==> config.mk <==
export PLATFORM = sky130hd
export DESIGN_NAME = first_fit_rect_packer
export DESIGN_NICKNAME = d
export VERILOG_FILES = /design/src/rtl/core/ffrp_pkg.sv /design/src/rtl/core/ffrp_table.sv /design/src/rtl/core/first_fit_rect_packer.sv
export SDC_FILE = /design/constraint.sdc
export NUM_CORES = 2
export LEC_CHECK = 0
export BUFFER_PORTS_ARGS = -buffer_cell sky130_fd_sc_hd__buf_2
export CORE_MARGIN = 2
export CORE_UTILIZATION = 35
export DETAILED_ROUTE_END_ITERATION = 16
export PLACE_DENSITY = 0.5
export SLEW_MARGIN = 20
export SYNTH_ARGS = -nofsm -noshare
export SYNTH_HDL_FRONTEND = slang
export SYNTH_MEMORY_MAX_BITS = 65536
export SYNTH_SLANG_ARGS = --single-unit
export TNS_END_PERCENT = 100
==> constraint.sdc <==
create_clock -name clk -period 5.4 [get_ports clk]
set_input_delay 0.27 -clock clk [delete_from_list [all_inputs] [get_ports clk]]
set_output_delay 0.27 -clock clk [all_outputs]
set_load 0.01 [all_outputs]
==> src/rtl/core/ffrp_pkg.sv <==
// Shared types and constants for the first-fit rectangle packer.
// No dependencies.
package ffrp_pkg;
  localparam int MaxEntries = 64;
  localparam int CoordBits  = 12;
  localparam int ExtBits    = CoordBits + 1;
  localparam int IdxBits    = $clog2(MaxEntries);
  localparam int CntBits    = $clog2(MaxEntries + 1);
  localparam int TagBits    = 16;
  localparam int EntBits    = 2 * CoordBits + 2 * ExtBits + TagBits;

  localparam logic [2:0] StPlaced   = 3'd0;
  localparam logic [2:0] StNoRoom   = 3'd1;
  localparam logic [2:0] StFull     = 3'd2;
  localparam logic [2:0] StRemoved  = 3'd3;
  localparam logic [2:0] StNotFound = 3'd4;

  localparam logic       OpPack   = 1'b0;
  localparam logic       OpRemove = 1'b1;
  localparam logic       CfgWidth  = 1'b0;
  localparam logic       CfgHeight = 1'b1;

  typedef struct packed {
    logic [CoordBits-1:0] top;
    logic [CoordBits-1:0] left;
    logic [ExtBits-1:0]   h;
    logic [ExtBits-1:0]   w;
    logic [TagBits-1:0]   tag;
  } entry_t;

  // Memory access request from sequencer to table.
  typedef struct packed {
    logic               we;
    logic [IdxBits-1:0] waddr;
    logic [IdxBits-1:0] raddr;
  } mem_req_t;
endpackage

==> src/rtl/core/ffrp_table.sv <==
// Rectangle table memory: one write port, one registered read port.
// Depends on ffrp_pkg.
module ffrp_table import ffrp_pkg::*; (
  input  logic     clk,
  input  mem_req_t req,
  input  entry_t   wdata,
  output entry_t   rdata
);
  entry_t mem [MaxEntries];

  // Write and read in one clocked block
  always_ff @(posedge clk) begin
    if (req.we) mem[req.waddr] <= wdata;
    rdata <= mem[req.raddr];
  end
endmodule

==> src/rtl/core/first_fit_rect_packer.sv <==
// Top level of the first-fit rectangle packer: sequencer plus table memory.
// Depends on ffrp_pkg and ffrp_table.
//
//  channel | direction | signals
//  in      | input     | in_valid, in_stall(out), opcode/width/height/tag
//  out     | output    | out_valid, out_stall(in), status/left/top/bottom/count
//  cfg     | input     | cfg_valid, cfg_ready(out), cfg_index, cfg_data
//
// Sequence: after the accepting edge, a decode state; pack then tries rows and candidate
// spots, reading each table entry (registered read, then compare), and appends;
// remove scans entries for the tag, then shifts the following entries down.
// Every item then sweeps bottom edges over all entries, then presents the output.
// Reset: synchronous, active low; table count clears, atlas is 1024x1024.
// Stalls: in_stall is high from acceptance until the result is taken.
module first_fit_rect_packer import ffrp_pkg::*; (
  input  logic                 clk,
  input  logic                 rst_n,
  input  logic                 in_valid,
  output logic                 in_stall,
  input  logic                 in_opcode,
  input  logic [ExtBits-1:0]   in_rect_width,
  input  logic [ExtBits-1:0]   in_rect_height,
  input  logic [TagBits-1:0]   in_entry_tag,
  output logic                 out_valid,
  input  logic                 out_stall,
  output logic [2:0]           out_status,
  output logic [CoordBits-1:0] out_placed_left,
  output logic [CoordBits-1:0] out_placed_top,
  output logic [ExtBits-1:0]   out_max_bottom,
  output logic [CntBits-1:0]   out_entry_count,
  input  logic                 cfg_valid,
  output logic                 cfg_ready,
  input  logic                 cfg_index,
  input  logic [12:0]          cfg_data
);
  typedef enum logic [3:0] {
    S_IDLE, S_START, S_ROW, S_SPOT, S_RD, S_CMP, S_RMRD, S_RMCMP,
    S_SHRD, S_SHWR, S_APPEND, S_MBRD, S_MBCMP, S_OUT
  } state_t;

  localparam logic [ExtBits-1:0] Limit = ExtBits'(1 << CoordBits);

  state_t               state_r;
  logic [ExtBits-1:0]   aw_r, ah_r;
  logic                 op_r;
  logic [ExtBits-1:0]   w_r, h_r;
  logic [TagBits-1:0]   tag_r;
  logic [CntBits-1:0]   cnt_r, idx_r;
  logic [ExtBits:0]     x_r, y_r, ny_r;
  logic [2:0]           st_r;
  logic [CoordBits-1:0] pl_r, pt_r;
  logic [ExtBits-1:0]   mb_r;
  mem_req_t             req;
  entry_t               wdata, rdata;
  logic                 cfg_sel;

  ffrp_table u_table (.clk(clk), .req(req), .wdata(wdata), .rdata(rdata));

  assign cfg_ready = 1'b1;
  assign cfg_sel   = cfg_index;
  assign in_stall  = (state_r != S_IDLE);
  assign out_valid = (state_r == S_OUT);
  assign out_status      = st_r;
  assign out_placed_left = pl_r;
  assign out_placed_top  = pt_r;
  assign out_max_bottom  = mb_r;
  assign out_entry_count = cnt_r;

  // Clamped atlas dimensions
  logic [ExtBits-1:0] awc, ahc;
  assign awc = (aw_r > Limit) ? Limit : aw_r;
  assign ahc = (ah_r > Limit) ? Limit : ah_r;

  // Entry edges from the registered read
  logic [ExtBits:0] e_r, e_b;
  logic             ovl;
  assign e_r = (ExtBits+1)'(rdata.left) + (ExtBits+1)'(rdata.w);
  assign e_b = (ExtBits+1)'(rdata.top) + (ExtBits+1)'(rdata.h);
  assign ovl = !(x_r >= e_r || x_r + (ExtBits+1)'(w_r) <= (ExtBits+1)'(rdata.left) ||
                 y_r >= e_b || y_r + (ExtBits+1)'(h_r) <= (ExtBits+1)'(rdata.top));

  // Memory port drive
  always_comb begin
    req.we    = 1'b0;
    req.waddr = idx_r[IdxBits-1:0];
    req.raddr = idx_r[IdxBits-1:0];
    wdata     = rdata;
    if (state_r == S_SHWR) begin
      req.we    = 1'b1;
      req.waddr = IdxBits'(idx_r - 1'b1);
    end else if (state_r == S_APPEND) begin
      req.we    = 1'b1;
      req.waddr = cnt_r[IdxBits-1:0];
      wdata.top = y_r[CoordBits-1:0];
      wdata.left = x_r[CoordBits-1:0];
      wdata.h   = h_r;
      wdata.w   = w_r;
      wdata.tag = tag_r;
    end
  end

  // Sequencer and registered outputs
  always_ff @(posedge clk) begin
    if (!rst_n) begin
      state_r <= S_IDLE;
      cnt_r   <= '0;
      aw_r    <= 13'd1024;
      ah_r    <= 13'd1024;
    end else begin
      if (cfg_valid && cfg_ready) begin
        if (cfg_sel == CfgWidth) aw_r <= cfg_data;
        else ah_r <= cfg_data;
      end
      case (state_r)
        S_IDLE: if (in_valid) begin
          op_r <= in_opcode; w_r <= in_rect_width; h_r <= in_rect_height;
          tag_r <= in_entry_tag; pl_r <= '0; pt_r <= '0; idx_r <= '0;
          state_r <= S_START;
        end
        S_START: begin
          if (op_r == OpRemove) begin
            st_r <= StNotFound;
            state_r <= (cnt_r == 0) ? S_MBRD : S_RMRD;
          end else if (cnt_r == CntBits'(MaxEntries)) begin
            st_r <= StFull; state_r <= S_MBRD;
          end else if (w_r == 0 || h_r == 0) begin
            st_r <= StNoRoom; state_r <= S_MBRD;
          end else begin
            y_r <= '0; state_r <= S_ROW;
          end
        end
        // Start a row if the request still fits vertically
        S_ROW: begin
          if (y_r + (ExtBits+1)'(h_r) <= (ExtBits+1)'(ahc)) begin
            x_r <= '0; ny_r <= (ExtBits+1)'(ahc); state_r <= S_SPOT;
          end else begin
            st_r <= StNoRoom; state_r <= S_MBRD;
          end
        end
        S_SPOT: begin
          idx_r <= '0;
          if (x_r + (ExtBits+1)'(w_r) > (ExtBits+1)'(awc)) begin
            y_r <= ny_r; state_r <= S_ROW;
          end else if (cnt_r == 0) state_r <= S_APPEND;
          else state_r <= S_RD;
        end
        S_RD: state_r <= S_CMP;
        S_CMP: begin
          if (ovl) begin
            if (e_b < ny_r) ny_r <= e_b;
            x_r <= e_r; state_r <= S_SPOT;
          end else if (idx_r + 1'b1 == cnt_r) state_r <= S_APPEND;
          else begin
            idx_r <= idx_r + 1'b1; state_r <= S_RD;
          end
        end
        S_APPEND: begin
          st_r <= StPlaced; pl_r <= x_r[CoordBits-1:0]; pt_r <= y_r[CoordBits-1:0];
          cnt_r <= cnt_r + 1'b1; idx_r <= '0; mb_r <= '0; state_r <= S_MBRD;
        end
        S_RMRD: state_r <= S_RMCMP;
        S_RMCMP: begin
          if (rdata.tag == tag_r) begin
            st_r <= StRemoved; idx_r <= idx_r + 1'b1; state_r <= S_SHRD;
          end else if (idx_r + 1'b1 == cnt_r) begin
            idx_r <= '0; state_r <= S_MBRD;
          end else begin
            idx_r <= idx_r + 1'b1; state_r <= S_RMRD;
          end
        end
        // Shift following entries down by one
        S_SHRD: begin
          if (idx_r == cnt_r) begin
            cnt_r <= cnt_r - 1'b1; idx_r <= '0; state_r <= S_MBRD;
          end else state_r <= S_SHWR;
        end
        S_SHWR: begin
          idx_r <= idx_r + 1'b1; state_r <= S_SHRD;
        end
        // Sweep for the largest bottom edge
        S_MBRD: begin
          if (idx_r == 0) mb_r <= '0;
          if (idx_r == cnt_r) state_r <= S_OUT;
          else state_r <= S_MBCMP;
        end
        S_MBCMP: begin
          if (e_b[ExtBits-1:0] > mb_r) mb_r <= e_b[ExtBits-1:0];
          idx_r <= idx_r + 1'b1; state_r <= S_MBRD;
        end
        S_OUT: if (!out_stall) state_r <= S_IDLE;
        default: state_r <= S_IDLE;
      endcase
    end
  end

`ifndef SYNTHESIS
  a_cnt_max: assert property (@(posedge clk) disable iff (!rst_n)
    cnt_r <= CntBits'(MaxEntries)) else $error("entry count over capacity");
  a_busy: assert property (@(posedge clk) disable iff (!rst_n)
    out_valid |-> in_stall) else $error("input open while result pending");
  a_hold: assert property (@(posedge clk) disable iff (!rst_n)
    out_valid && out_stall |=> out_valid && $stable(out_status))
    else $error("result dropped under stall");
  a_place: assert property (@(posedge clk) disable iff (!rst_n)
    out_valid && out_status != StPlaced |-> out_placed_left == 0 && out_placed_top == 0)
    else $error("coordinates on failed result");
`endif
endmodule
# Word level (Yosys, flattened, before mapping)
# Memories as Yosys holds them, arrays and structs flattened. A register that Yosys moved wholly into a read port is not among the register bits.
# Index checks and enable logic that the tools add are counted.
# totals
regBits	169
memories	1
ram_bits	4224
word_cells	159
output_inout_bits	50
# classes
n_lt_le_gt_ge	10
eq_ne	34
bitwise_logic	1
n_addsub	8
muxes	57
n_reduce_logical	32
# memory_table
memory	depth	word_bits	read_ports	rd_ports_with_merged_regs	wr	line_no	source
u_table.mem	64	66	1	1	1	ffrp_table.sv:9	entry_t mem [MaxEntries];
# op_table
cell	count
$mux W66	2
$mux W14	9
$pmux W14 S2	3
$mux W7	9
$mux W13	4
$mux W4	13
$pmux W4 S13	1
$pmux W12 S2	2
$pmux W7 S6	1
$pmux W13 S3	1
$ne A2 B2 Y1 const B	16
$add A12 B13 Y14	2
$add A14 B13 Y14	2
$ge A14 B14 Y1	2
$le A14 B12 Y1	2
$gt A13 B13 Y1 const B	2
$logic_not A13 Y1	2
$eq A4 B4 Y1 const B	6
$eq A16 B16 Y1	1
$eq A4 B3 Y1 const B	4
$mux W3	5
$add A7 B1 Y7 const B	2
$eq A7 B7 Y1	2
$gt A14 B13 Y1	1
other kinds (28)	48

# Depth between registers and ports, before layout
# logic_depth
word_depth	7
mapped_depth	20
ltp_nobuf	20

# By module
# From an unflattened synthesis, not the netlist that was laid out.
# unflattened
cells_unflattened	8432
hier_area_um2	174374.7
# by_module_without_submodules
mod	n_inst	area_each_um2	seq_area_each_um2	cells_per_inst
ffrp_table	1	161692.6	128162.9	7002
first_fit_rect_packer	1	12682.2	4704.5	1430

# Worst setup path before layout
# OpenSTA, ideal clock, no wires.
# synth_path
kind	reg-to-reg
startpoint	register idx_r[1]
endpoint	memory u_table.mem[33][0] (netlist bit), enable pin
arrival_time_ns	5.183
path_stages_with_launch	13
synth_period_minus_slack_ns	5.673
path_buffers	4
path_slack_ns	-0.273
cell_sequence	edfxtp_1 -> clkbuf_1 -> buf_2 -> clkbuf_1 -> clkbuf_1 -> inv_1 -> ha_1 -> nand2_1 -> a21oi_1 -> o221a_2 -> nor2_1 -> nand2_1 -> nor2_1
# synth_via
elab_chain_cells	2
# synth_rtl
element	line_no	source
start: declaration	first_fit_rect_packer.sv:48	logic [CntBits-1:0] cnt_r, idx_r;
start signal: assignment	first_fit_rect_packer.sv:117	tag_r <= in_entry_tag; pl_r <= '0; pt_r <= '0; idx_r <= '0;
start signal: assignment	first_fit_rect_packer.sv:141	idx_r <= '0;
start signal: assignment	first_fit_rect_packer.sv:154	idx_r <= idx_r + 1'b1; state_r <= S_RD;
$sub A6 B1 Y6 or $mux W7 (tied branches)	first_fit_rect_packer.sv:90, first_fit_rect_packer.sv:91	
$mux W7 *	first_fit_rect_packer.sv:88	if (state_r == S_SHWR) begin
end: declaration	ffrp_table.sv:9	
# Mark *: on every way between the ends. The rest lies on a longest branch, timed or not.

# Worst setup path after layout
# layout_path
startpoint	register u_table.rdata[29] (netlist name)
endpoint	register ny_r[7], enable pin
# layout_via
elab_chain_cells	6
# layout_rtl
element	line_no	source
$add A12 B13 Y14 *	first_fit_rect_packer.sv:78	assign e_b = (ExtBits+1)'(rdata.top) + (ExtBits+1)'(rdata.h);
net e_b[12]	first_fit_rect_packer.sv:75	logic [ExtBits:0] e_r, e_b;
$ge A14 B14 Y1	first_fit_rect_packer.sv:80	y_r >= e_b || y_r + (ExtBits+1)'(h_r) <= (ExtBits+1)'(rdata.top));
$logic_or A1 B1 Y1	first_fit_rect_packer.sv:79	assign ovl = !(x_r >= e_r || x_r + (ExtBits+1)'(w_r) <= (ExtBits+1)'(rdata.left) ||
$logic_or A1 B1 Y1	first_fit_rect_packer.sv:80	
$ne A2 B2 Y1 (no source line)	n/a	
$reduce_and A5 Y1 (no source line) *	n/a	
end signal: assignment	first_fit_rect_packer.sv:135	x_r <= '0; ny_r <= (ExtBits+1)'(ahc); state_r <= S_SPOT;
end signal: assignment	first_fit_rect_packer.sv:150	if (e_b < ny_r) ny_r <= e_b;
end: declaration	first_fit_rect_packer.sv:49	logic [ExtBits:0] x_r, y_r, ny_r;
# The timed path passes the listed nets; every way through them passes the cells marked *.
# A chain may end at the register's enable or synchronous reset.

==> impl_metrics.py <==
metrics = {
    "status": {
        "status": "completed",
    },
    "clock_network": {
        "clock-sinks": 4459,
        "clockBufferDepth": 4,
        "cts-buffers-inserted": 459,
        "cts_max_level": 5,
        "clock-root-buffer": "clkbuf_16",
        "clk_pin_slew_ns": 0.06,
        "clk_latency_ns": 1.04,
        "cts_tree": "done",
    },
    "timing": {
        "worst_pin_slew_ns": 1.09,
        "finalHoldViolCount": 0,
        "fmax_mhz": 200,
        "whs_ns": 0.112,
        "setup_viol": 0,
        "period_needed_ns": 5.00,
        "fin_setup_tns_ns": 0,
        "finalCritPeriodShare_pct": 92.6,
        "slew_viol_final": 0,
        "setup_slack_ns": 0.401,
        "skew_ns": 0.0816,
        "slew_headroom_pct": 27.2,
    },
    "power_and_ir_drop": {
        "p_per_area_mw_per_mm2": 487,
        "leakage_nw": 62.8,
        "p_sw_share_pct": 28.8,
        "comb_power_share_pct": 22.5,
        "p_int_w": 0.0699,
        "pwr-share-clk_pct": 32.0,
        "power_frac_seq_pct": 45.5,
        "power.switching_w": 0.0282,
        "peakVddDrop_mv": 0.387,
    },
    "layout": {
        "fin_nets": 8359,
        "drive_above_1_share_pct": 30.0,
        "finish.utilization_pct": 40.7,
        "syn_to_final_growth_pct": 15.8,
        "fin_cells": 15161,
    },
    "worst_setup_path": {
        "worstRegToRegCells": 20,
        "path_common_cell": "o21ai_0",
        "reg2reg_setup_slack_ns": 0.40,
        "cp.depth": 20,
        "worst_path_max_delay_cell": "a2111oi_0",
        "crit_type": "register to register",
        "crit_start": "u_table.rdata[29]",
        "r2r-end": "ny_r[7]",
        "slowest_delay_ns": 0.43,
        "critPathTopFamily": "compound AO/OA/AOI/OAI gates",
        "worstSetupStartpointType": "register",
        "cp_max_fo": 14,
        "endpoint_kind": "register",
        "path_cells": "ha_1 > inv_1 > fa_1 > nor2b_1 > o21ai_0 > a21oi_1 > o41ai_1 > o21ai_0 > o41ai_1 > xor2_1 > buf_4 > inv_1 > ha_1 > a21o_1 > a21oi_1 > o21ai_0 > a2111oi_0 > o21ai_0 > o22ai_1 > buf_4",
        "cp.arrival_ns": 5.69,
        "cp_data_required_time_ns": 6.09,
        "crit_end": "ny_r[7]",
        "r2r-start": "u_table.rdata[29]",
        "path_buf_inv": 4,
    },
    "routing": {
        "dr.pass1.iters": 6,
        "routed_via_density": 5.60,
        "drt_iter0_drc": 10531,
        "route.vias.total": 84974,
        "route.antenna.remaining_nets": 0,
        "wl_per_cell_um": 35.8,
        "routed_wl_mm": 542,
        "drc": 0,
    },
    "floorplanning": {
        "die_h_um": 709,
        "core_area_sq_mm": 0.494,
        "die_area_sq_mm": 0.502,
        "rows": 258,
        "io_pins": 112,
        "die_w_um": 709,
        "start_util_pct": 35.2,
    },
    "global_route": {
        "grt_pass1_vias": 86030,
        "grt_pass1_wl_mm": 736,
        "grt_max_degree": 143,
        "grtUsageTotal_pct": 21.3,
        "overflow": 0,
        "antenna_found_initial": 47,
    },
    "place": {
        "place_inst": 14213,
        "dpl.hpwl_mm": 296,
        "place_congestion": 0.868,
        "post-place-ws_ns": 0.345,
        "numPortBuffers": 110,
    },
    "job": {
        "drv_cap": 0,
    },
    "logic_synthesis": {
        "synthCells": 7515,
        "synth_flop_cell": "edfxtp_1",
        "synth-edff-count": 4356,
        "synth-async-reset-ratio_pct": 0,
        "netlist_area_sq_mm": 0.174,
        "yosys_warnings": 0,
        "synthesis.nets": 7743,
        "syn_area_per_cell_sq_um": 23.1,
        "ys_ff_latch": 4459,
        "yosysUniqueCellTypes": 63,
        "yosysSeqAreaShare_pct": 76.5,
    },
    "min_path": {
        "hold_path.class": "input port to register",
    },
}
layout by cell type, fill, tap and decap left out, drive strengths merged, types with 6 or more instances in the layout:
master	count
dfxtp	103
nand3	28
bufinv	42
a21oi	87
clkinv	217
o211ai	7
a211o	7
mux2i	6
a31oi	12
o21ai	61
o21a	14
buf	424
edfxtp	4356
o22ai	6
o31ai	6
nor2	192
nor2b	22
a2111oi	7
xnor2	52
clkbuf	555
inv	120
nor4	8
nand4	22
clkinvlp	22
nor3	19
dlygate4sd3	86
ha	161
a21o	56
and3	27
xor2	27
nand2	270
diode	15
mux4	1386
nand2b	18
a211oi	13
o21bai	7
cell families (layout without fill, tap and decap cells):
group | count (synthesis) | in the layout | share of synthesized area (%)
AOI/OAI and AO/OA | 321 | 321 | 1.20
xor gates and xnor gates | 79 | 79 | 0.398
adders and majority gates | 166 | 166 | 1.22
buffers and inverters | 465 | 1466 | 1.12
DFF | 4459 | 4459 | 76.5
muxes | 1393 | 1393 | 18.0
other | 1 | 16 | 0.00216
and+or+nand+nor | 631 | 631 | 1.59
cells in the mapped netlist (all sizes together), types with 6 or more instances:
master | instances | area [sq um]
nor4 | 8 | 50.1
xnor2 | 52 | 455
nand2 | 270 | 1010
edfxtp | 4356 | 131000
a21oi | 87 | 435
o21ai | 61 | 305
nor3 | 19 | 95.1
ha | 161 | 2010
a211o | 7 | 61.3
o21a | 14 | 105
inv | 109 | 409
xor2 | 27 | 236
nand3 | 28 | 140
mux2i | 6 | 60.1
a2111oi | 7 | 61.3
a21o | 56 | 420
nand4 | 22 | 138
dfxtp | 103 | 2060
a31oi | 12 | 75.1
buf | 153 | 777
mux4 | 1386 | 31200
nor2 | 192 | 721
o211ai | 7 | 52.6
nand2b | 18 | 113
o22ai | 6 | 37.5
o31ai | 6 | 45.0
a211oi | 13 | 97.6
nor2b | 22 | 138
and3 | 27 | 169
o21bai | 7 | 52.6
clkbuf | 202 | 758
power groups by stage:
stage               registers, W  logic, W  clock network, W
floorplan                 0.0453    0.0140                 0
global placement          0.0453    0.0217                 0
detailed placement        0.0453    0.0221                 0
CTS                       0.0446    0.0222            0.0320
global route              0.0446    0.0238            0.0332
finish                    0.0446    0.0221            0.0314
stage by stage:
| step | cell area [sq um] | total power (W) |
|---|---|---|
| CTS | 201000 | 0.0988 |
| finish | 201000 | 0.0981 |
| detailed placement | 186000 | 0.0675 |
| floorplan | 174000 | 0.0593 |
| global placement | 185000 | 0.0670 |
| global route | 201000 | 0.102 |
state kept, by name, summed over array words and instances, names as in the netlist, 12 cells and up:
name and flops:
ny_r 14, u_table.rdata 66, y_r 14, h_r 13, ah_r 13, aw_r 13
out_placed_left 12, x_r 14, u_table.mem 4224, out_placed_top 12, out_max_bottom 13, tag_r 16
w_r 13
worst min path at each step:
| stage | start | endpoint | slack, ns | depth (start not counted) |
|---|---|---|---|---|
| final | in_rect_width[7] | w_r[7] | 0.11 | 2 |
| after global routing | in_rect_width[7] | w_r[7] | 0.09 | 2 |
| after CTS | in_rect_width[7] | w_r[7] | 0.06 | 2 |
| after detailed placement | aw_r[4] | aw_r[4] | 0.45 | 2 |
| after global placement | aw_r[0] | aw_r[0] | 0.45 | 2 |
| after floorplan | in_rect_height[0] | h_r[0] | 0.37 | 0 |
per-layer routing:
metal  GRT usage, %  routed length [um]
met5              0                   7
met3           3.28               37100
met2           35.0              264000
met4           6.22               17600
met1           29.4              224000
worst register-to-register path, stage by stage (launching register included):
cell and delay [ns]:
dfxtp_1 0.33, ha_1 0.22, inv_1 0.08, fa_1 0.21
nor2b_1 0.05, o21ai_0 0.32, a21oi_1 0.18, o41ai_1 0.42
o21ai_0 0.26, o41ai_1 0.39, xor2_1 0.19, buf_4 0.16
inv_1 0.06, ha_1 0.29, a21o_1 0.17, a21oi_1 0.16
o21ai_0 0.14, a2111oi_0 0.43, o21ai_0 0.21, o22ai_1 0.16
buf_4 0.25
cell type report:
type / count / area, sq um
timing repair buffer: 510 / 5300
antenna: 15 / 37.5
multi-input combinational: 2591 / 39500
sequential: 4459 / 133000
clock buffer: 555 / 12000
inverter: 110 / 413
tap: 6630 / 8300
clock inverter: 291 / 2800
fill: 43017 / 293000
what timing repair did:
action                                 in CTS  in global routing
endpoints found under the hold margin      86                  0
hold buffers                               86                  0
setup endpoints to repair                   0                 28
resized for setup                           0                  0
buffers inserted                            0                  1
Note: power is estimated with default switching activity, not from simulation.
